<file path="src/rtl/egcd_pkg.sv">
// Package for the extended Euclid GCD core: default width and sequencer states.
package egcd_pkg;

   localparam int DATA_WIDTH_DEF = 32;

   typedef enum logic [2:0] {
      ST_IDLE,
      ST_CHECK,
      ST_DIV,
      ST_UPDATE,
      ST_FINISH
   } egcd_state_type;

endpackage

</file>
<file path="src/rtl/extended_euclid_gcd_core.sv">
// Extended Euclid GCD core: gcd of two operands with Bezout coefficients.
//
// Request channel (req_valid/req_ready) takes operand_a and operand_b,
// DATA_WIDTH-1 bits each, unsigned. Response channel (rsp_valid/rsp_ready)
// returns gcd_value (DATA_WIDTH-1 bits) and the signed coefficients coeff_a
// and coeff_b (DATA_WIDTH bits) with a*coeff_a + b*coeff_b = gcd.
// One response per request, in order.
// A single restoring divider step unit runs every remainder step, one
// quotient bit per cycle; the two coefficient products are built alongside
// it by shift-and-add. One Euclid step runs a check, one divide step per
// quotient bit, then an update. The number n of remainder steps is data
// dependent (0 when operand_a is zero, at most about 46 for 31-bit
// operands). req_ready is high only while idle, so a new request is not
// taken before the sequencer has finished the last one. The finished
// result sits in an output register, so a new request may be taken while
// the response still waits; if the register is full when the next result
// is done, the sequencer holds until rsp_ready frees it.
// Synchronous active-high reset returns the sequencer to idle and drops
// rsp_valid; no clearing pass is needed.
module extended_euclid_gcd_core #(
   parameter int DATA_WIDTH = egcd_pkg::DATA_WIDTH_DEF
) (
   input  logic                         clock,
   input  logic                         reset,
   input  logic                         req_valid,
   output logic                         req_ready,
   input  logic [DATA_WIDTH-2:0]        req_operand_a,
   input  logic [DATA_WIDTH-2:0]        req_operand_b,
   output logic                         rsp_valid,
   input  logic                         rsp_ready,
   output logic [DATA_WIDTH-2:0]        rsp_gcd_value,
   output logic signed [DATA_WIDTH-1:0] rsp_coeff_a,
   output logic signed [DATA_WIDTH-1:0] rsp_coeff_b
);
   import egcd_pkg::*;

   localparam int OpW  = DATA_WIDTH - 1;
   localparam int CfW  = DATA_WIDTH;
   localparam int CntW = $clog2(OpW);

   egcd_state_type state_ff, state_in;

   logic [OpW-1:0]  ra_ff, ra_in, rb_ff, rb_in;
   logic [CfW-1:0]  xa_ff, xa_in, ya_ff, ya_in, xb_ff, xb_in, yb_ff, yb_in;
   logic [OpW-1:0]  rem_ff, rem_in, dvd_ff, dvd_in;
   logic [CfW-1:0]  accx_ff, accx_in, accy_ff, accy_in;
   logic [CntW-1:0] cnt_ff, cnt_in;

   logic            rsp_valid_ff, rsp_valid_in;
   logic [OpW-1:0]  rsp_gcd_ff, rsp_gcd_in;
   logic [CfW-1:0]  rsp_xa_ff, rsp_xa_in, rsp_yb_ff, rsp_yb_in;

   logic [OpW:0]    trial;
   logic [OpW:0]    trial_diff;
   logic            qbit;

   assign trial      = {rem_ff, dvd_ff[OpW-1]};
   assign trial_diff = trial - {1'b0, ra_ff};
   assign qbit       = (trial >= {1'b0, ra_ff});

   always_ff @(posedge clock) begin
      if (reset) begin
         state_ff     <= ST_IDLE;
         rsp_valid_ff <= 1'b0;
      end else begin
         state_ff     <= state_in;
         rsp_valid_ff <= rsp_valid_in;
      end
   end

   always_ff @(posedge clock) begin
      ra_ff      <= ra_in;
      rb_ff      <= rb_in;
      xa_ff      <= xa_in;
      ya_ff      <= ya_in;
      xb_ff      <= xb_in;
      yb_ff      <= yb_in;
      rem_ff     <= rem_in;
      dvd_ff     <= dvd_in;
      accx_ff    <= accx_in;
      accy_ff    <= accy_in;
      cnt_ff     <= cnt_in;
      rsp_gcd_ff <= rsp_gcd_in;
      rsp_xa_ff  <= rsp_xa_in;
      rsp_yb_ff  <= rsp_yb_in;
   end

   always_comb begin
      state_in     = state_ff;
      ra_in        = ra_ff;
      rb_in        = rb_ff;
      xa_in        = xa_ff;
      ya_in        = ya_ff;
      xb_in        = xb_ff;
      yb_in        = yb_ff;
      rem_in       = rem_ff;
      dvd_in       = dvd_ff;
      accx_in      = accx_ff;
      accy_in      = accy_ff;
      cnt_in       = cnt_ff;
      rsp_gcd_in   = rsp_gcd_ff;
      rsp_xa_in    = rsp_xa_ff;
      rsp_yb_in    = rsp_yb_ff;
      rsp_valid_in = rsp_valid_ff && !rsp_ready;
      req_ready    = 1'b0;

      unique case (state_ff)
         ST_IDLE: begin
            req_ready = 1'b1;
            if (req_valid) begin
               ra_in    = req_operand_a;
               rb_in    = req_operand_b;
               xa_in    = CfW'(1);
               ya_in    = '0;
               xb_in    = '0;
               yb_in    = CfW'(1);
               state_in = ST_CHECK;
            end
         end
         ST_CHECK: begin
            if (ra_ff == '0) begin
               state_in = ST_FINISH;
            end else begin
               rem_in   = '0;
               dvd_in   = rb_ff;
               accx_in  = '0;
               accy_in  = '0;
               cnt_in   = CntW'(OpW - 1);
               state_in = ST_DIV;
            end
         end
         ST_DIV: begin
            rem_in  = qbit ? trial_diff[OpW-1:0] : trial[OpW-1:0];
            dvd_in  = {dvd_ff[OpW-2:0], 1'b0};
            accx_in = {accx_ff[CfW-2:0], 1'b0} + (qbit ? xa_ff : '0);
            accy_in = {accy_ff[CfW-2:0], 1'b0} + (qbit ? ya_ff : '0);
            cnt_in  = cnt_ff - CntW'(1);
            if (cnt_ff == '0) begin
               state_in = ST_UPDATE;
            end
         end
         ST_UPDATE: begin
            rb_in    = ra_ff;
            ra_in    = rem_ff;
            xb_in    = xa_ff;
            yb_in    = ya_ff;
            xa_in    = xb_ff - accx_ff;
            ya_in    = yb_ff - accy_ff;
            state_in = ST_CHECK;
         end
         ST_FINISH: begin
            if (!rsp_valid_ff || rsp_ready) begin
               rsp_gcd_in   = rb_ff;
               rsp_xa_in    = xb_ff;
               rsp_yb_in    = yb_ff;
               rsp_valid_in = 1'b1;
               state_in     = ST_IDLE;
            end
         end
         default: begin
            state_in = ST_IDLE;
         end
      endcase
   end

   assign rsp_valid     = rsp_valid_ff;
   assign rsp_gcd_value = rsp_gcd_ff;
   assign rsp_coeff_a   = rsp_xa_ff;
   assign rsp_coeff_b   = rsp_yb_ff;

endmodule

</file>
<file path="config.mk">
export PLATFORM = sky130hd
export DESIGN_NAME = extended_euclid_gcd_core
export DESIGN_NICKNAME = d
export VERILOG_FILES = /design/src/rtl/egcd_pkg.sv /design/src/rtl/extended_euclid_gcd_core.sv
export SDC_FILE = /design/constraint.sdc
export NUM_CORES = 1
export LEC_CHECK = 0
export BUFFER_PORTS_ARGS = -buffer_cell sky130_fd_sc_hd__buf_2
export CAP_MARGIN = 20
export CORE_MARGIN = 2
export CORE_UTILIZATION = 65
export CTS_BUF_LIST = sky130_fd_sc_hd__clkbuf_16
export DETAILED_ROUTE_END_ITERATION = 7
export GPL_TIMING_DRIVEN = 0
export PLACE_DENSITY = 0.9
export SLEW_MARGIN = 20
export SYNTH_ARGS = -nofsm -noshare
export SYNTH_HDL_FRONTEND = slang
export SYNTH_SLANG_ARGS = --single-unit
</file>
<file path="constraint.sdc">
create_clock -name clock -period 21.5 [get_ports clock]
set_input_delay 4.3 -clock clock [delete_from_list [all_inputs] [get_ports clock]]
set_output_delay 4.3 -clock clock [all_outputs]
set_load 0.05 [all_outputs]
</file>
After elaboration in Yosys (flattened, before gate mapping)
Index checks and enable logic that the tools add are counted.
- memories kept: 0
- logic and storage cells: 74
- latch bits: 0
- RAM bits: 0
- ROM bits: 0
- output and inout port bits: 97
- flip-flop bits (word level): 420
- input port bits: 66
- shifts and indexed selects: 0
- bitwise gates (word level): 0
- divide/modulo/power cells: 0
- $mul: 0
- add/subtract/negate cells: 6
- multiplexer cells: 30
- reductions and logical operators: 13
- order comparisons: 1
- equal/unequal tests: 8
- operators by type and width (operator ; count):
    one-hot mux 32 bit (2 select lines) ; 6
    one-hot mux 31 bit (2 select lines) ; 4
    two-way mux 32 bit ; 5
    two-way mux 31 bit ; 5
    adder 32 bit ; 2
    subtractor 32 bit ; 2
    greater-or-equal comparator 32 x 31 -> 1 bit ; 1
    zero test 31 bit ; 1
    subtractor 31 bit ; 1
    one-hot mux 3 bit (5 select lines) ; 1
    two-way mux 3 bit ; 4
    one-hot mux 5 bit (2 select lines) ; 1
    inequality test 2 bit, second input constant ; 4
    == test 3 x 2 -> 1 bit, second input constant ; 2
    AND reduction 2 bit ; 3
    zero test 5 bit ; 1
    two-way mux 5 bit ; 1
    subtractor 5 x 1 -> 5 bit, second input constant ; 1
    nonzero test 2 bit ; 2
    == test 3 x 1 -> 1 bit, second input constant ; 1
    == test 3 bit, second input constant ; 1
    zero test 3 bit ; 1
    two-way mux 1 bit ; 3
    AND reduction 3 bit ; 1
    3 further kinds ; 4

Longest topological paths before layout
- word-level depth: 4
- mapped depth: 24
- depth with buffers taken out: 21

Worst setup path after synthesis
No wires, ideal clock.
- path type: in2reg
- start: in req_valid
- end: reg ra_ff[0] (enable)
- stages: 2
- setup time: 1.522 ns
- data arrival time: 7.424 ns
- data required time: 19.978 ns
- buffers on the path: 0
- slack: 12.554 ns
- cells stage by stage: nand2_1 > nand2_1
- word-level cells in the longest chain between the ends: 2
- RTL lines (element ; line ; text):
    start: declaration ; extended_euclid_gcd_core.sv:25 ; input logic req_valid,
    inequality test 2 bit (no source line) ; n/a ;
    AND reduction 2 bit (no source line) ; n/a ;
    end signal: assignment ; extended_euclid_gcd_core.sv:72 ; ra_ff <= ra_in;
    end: declaration ; extended_euclid_gcd_core.sv:43 ; logic [OpW-1:0] ra_ff, ra_in, rb_ff, rb_in;
Every way passes these cells.
A chain may end at the register's enable or synchronous reset.

Final worst setup path
- start: reg ra_ff[0]
- end: reg accx_ff[31], data pin
- word-level cells in the longest chain between the ends: 4
- RTL lines (element ; line ; text):
    greater-or-equal comparator 32 x 31 -> 1 bit ; extended_euclid_gcd_core.sv:59 ; assign qbit = (trial >= {1'b0, ra_ff});
    two-way mux 32 bit ; extended_euclid_gcd_core.sv:135 ; accx_in = {accx_ff[CfW-2:0], 1'b0} + (qbit ? xa_ff : '0);
    adder 32 bit ; extended_euclid_gcd_core.sv:135 ;
    one-hot mux 32 bit (2 select lines) ; extended_euclid_gcd_core.sv:107 ; unique case (state_ff)
    end signal: assignment ; extended_euclid_gcd_core.sv:80 ; accx_ff <= accx_in;
    end: declaration ; extended_euclid_gcd_core.sv:46 ; logic [CfW-1:0] accx_ff, accx_in, accy_ff, accy_in;
Every way passes these cells.

==> impl_metrics.tcl <==
set metrics [dict create \
    outcome "complete, no violations" \
    hold_viol_final 0 \
    fp.coreArea_sq_um 36350 \
    cp.arrival_ps 6700 \
    worstHoldStart "rb_ff[20]" \
    power.total_mw 2.288 \
    hold_path_class "flop to flop" \
    gr-usage-all-layers_pct 31.92 \
    holdWs_ps 459.8 \
    route.detailed.drc 0 \
    synth_top_cell_by_area "edfxtp_1" \
    syn_avg_cell_area_sq_um 10.50 \
    cts_tree "done" \
    vdd_drop_max_uv 60.70 \
    rsz0062_at_grt "false" \
    synth-main-ff-cell "edfxtp_1" \
    fillCellCount 2409 \
    cp-end-kind "flop" \
    period_share_pct 29.79 \
    critical-path-top-cell-by-count "a21oi_1" \
    dp_cells 2906 \
    vias 18620 \
    ys_types 76 \
    ctsResizeCount 0 \
    critPathKind "flop to flop" \
    finalNonFillerCells 2980 \
    ant_nets 0 \
    worst_pin_slew_ps 1060 \
    grt-ovfl-total 0 \
    ys_seq_area_share_pct 52.86 \
    fin_tns_setup_ps 0 \
    max_freq_ghz 0.1561 \
    synth-seq-cells 420 \
    cp.required_ps 21790 \
    clock-skew-final_ps 19.71 \
    critPathSlowestCell "a311oi_1" \
    ff_latch_area_sq_um 12570 \
    relSlewSlack_pct 29.31 \
    place_area_sq_um 25490 \
    fp-row-count 70 \
    synth-edff-count 416 \
    die_h_um 195.3 \
    clockBufferDepth 3 \
    cp_top_family "compound AO/OA/AOI/OAI gates" \
    synthTopCellsByArea "edfxtp_1, ha_1, nand2_1, and2_1, nor2_1" \
    worstSetupStartpointType "flop" \
    crit_buf_inv 3 \
    post-place-ws_ps 15390 \
    clk_root_buffer_cell "clkbuf_16" \
    design.final.nets 2708 \
    wl_per_cell_um 20.47 \
    gp_congestion 0.9475 \
    hpwl_um 44000 \
    max_stage_delay_ps 560 \
    syn_nets 2489 \
    syn_to_final_growth_pct 12.50 \
    grt_pass1_vias 18450 \
    postCtsSetupBuffers 0 \
    setup_slack_ps 15090 \
    die_width_um 195.3 \
    numCtsBuffers 43 \
    grt_max_degree 58 \
    multi_input_area_sq_um 10400 \
    clock_sinks 420 \
    crit_path_start "ra_ff[0]" \
    path_clk_slew_ps 60 \
    initial_utilization_pct 65.43 \
    wl_um 60990 \
    final_area_sq_um 26750 \
    utilization_pct 73.61 \
    first_pass_iters 8 \
    layout_commonest_cell "edfxtp_1" \
    crit_fanout 10 \
    p_leak_nw 11.07 \
    ys_async_sr_fraction_pct 0 \
    clkLatencyLatePin_ps 560 \
    period_minus_slack_ps 6405 \
    drt_iter0_drc 2078 \
    antenna_found_initial 1 \
    power.density_nw_per_um2 85.54 \
    design.die.area_sq_um 38130 \
    most-common-layout-cells "edfxtp_1, nand2_1, nor2_1" \
    grt_pass1_wl_um 96050 \
    setup_viol 0 \
    yosysTopAreaCellShare_pct 52.53 \
    drv_slew 0 \
    viasPerCell 6.247 \
    crit_chain "ha_1 > fa_1 > nor2b_1 > o31a_1 > o221a_2 > o31ai_4 > a21oi_1 > o21a_1 > buf_2 > buf_4 > clkbuf_1 > and2_1 > ha_1 > fa_1 > a21oi_1 > o211ai_1 > a2111o_1 > nand4_1 > a311oi_1 > a32oi_2 > o21ai_0 > a21oi_1 > mux2_2" \
    synthCells 2264 \
    ys_warn_count 0 \
    port-buffer-count 162 \
    io_pins 163 \
    drive_gt1_share_pct 10.39 \
    htree_levels 2 \
    diodes 0 \
    postCtsHoldBufs 0 \
    netlist_area_sq_um 23780 \
    rr_startpoint "ra_ff[0]" \
    cap_violations 0 \
]
==> area by class of cell <==
cell class | instances | share of cell area [%]
clock buffer | 43 | 4.022
multi-input combinational | 1626 | 38.89
clock inverter | 31 | 0.7015
sequential | 420 | 46.99
timing repair buffer | 174 | 4.106
inverter | 140 | 1.964
buffer | 78 | 1.141
tap | 468 | 2.189
==> where the power goes <==
group | switching, mW | leakage, nW | internal, mW
clock network | 0.308 | 0.663 | 0.385
logic | 0.359 | 6.40 | 0.225
registers | 0.0365 | 4.01 | 0.975
total | 0.703 | 11.1 | 1.59
==> flip-flops by register name, indices dropped and copies added (netlist names), 5 cells and up <==
register and cells:
accy_ff 32, accx_ff 32, ya_ff 32, rsp_coeff_a 32
yb_ff 32, cnt_ff 5, rsp_coeff_b 32, rem_ff 31
rb_ff 31, ra_ff 31, rsp_gcd_value 31, xb_ff 32
dvd_ff 31, xa_ff 32
==> final timing paths <==
kind	to	slack (ps)	cells past startpoint
max	accx_ff[31]	15090	23
min	rsp_gcd_value[20]	460	0
max reg2reg	accx_ff[31]	15090	23
min reg2reg	rsp_gcd_value[20]	460	0
==> logic make-up after synthesis <==
| family | count (synthesis) | synth area share [%] |
|---|---|---|
| muxes | 24 | 1.015 |
| and+or+nand+nor | 856 | 17.06 |
| DFF | 420 | 52.86 |
| adders and majority gates | 159 | 8.523 |
| AOI/OAI and AO/OA | 478 | 12.97 |
| buffers and inverters | 218 | 3.493 |
| xor gates and xnor gates | 109 | 4.072 |
==> synth_stat cells, drive strengths merged (4+ instances only) <==
cell type,instances
mux2i,23
a2111oi,5
inv,140
a31oi,15
or2,8
ha,154
a21oi,135
and3,22
o31a,4
nand3,39
dfxtp,4
o31ai,12
o211ai,10
nand4,22
edfxtp,416
nor4,14
nor3b,8
xor2,40
nor2,186
nor2b,17
o21bai,25
nand3b,4
o21ai,115
fa,5
nand2,307
nand2b,23
and2,139
o21a,31
buf,11
o22ai,6
xnor2,68
or3,9
a211oi,26
a21boi,7
clkbuf,67
nor3,49
a211o,5
o311ai,7
a311oi,5
a21o,50
==> per-layer routing <==
metal  wire (um)  up-vias  global-route usage, %
li1            -     8558                      -
met1       24250     8831                  42.23
met4        2932        2                  15.27
met2       28530     1021                  52.04
met5           8        -                      0
met3        5270      204                  5.043
No activity file was read; power rests on OpenSTA's default activity.
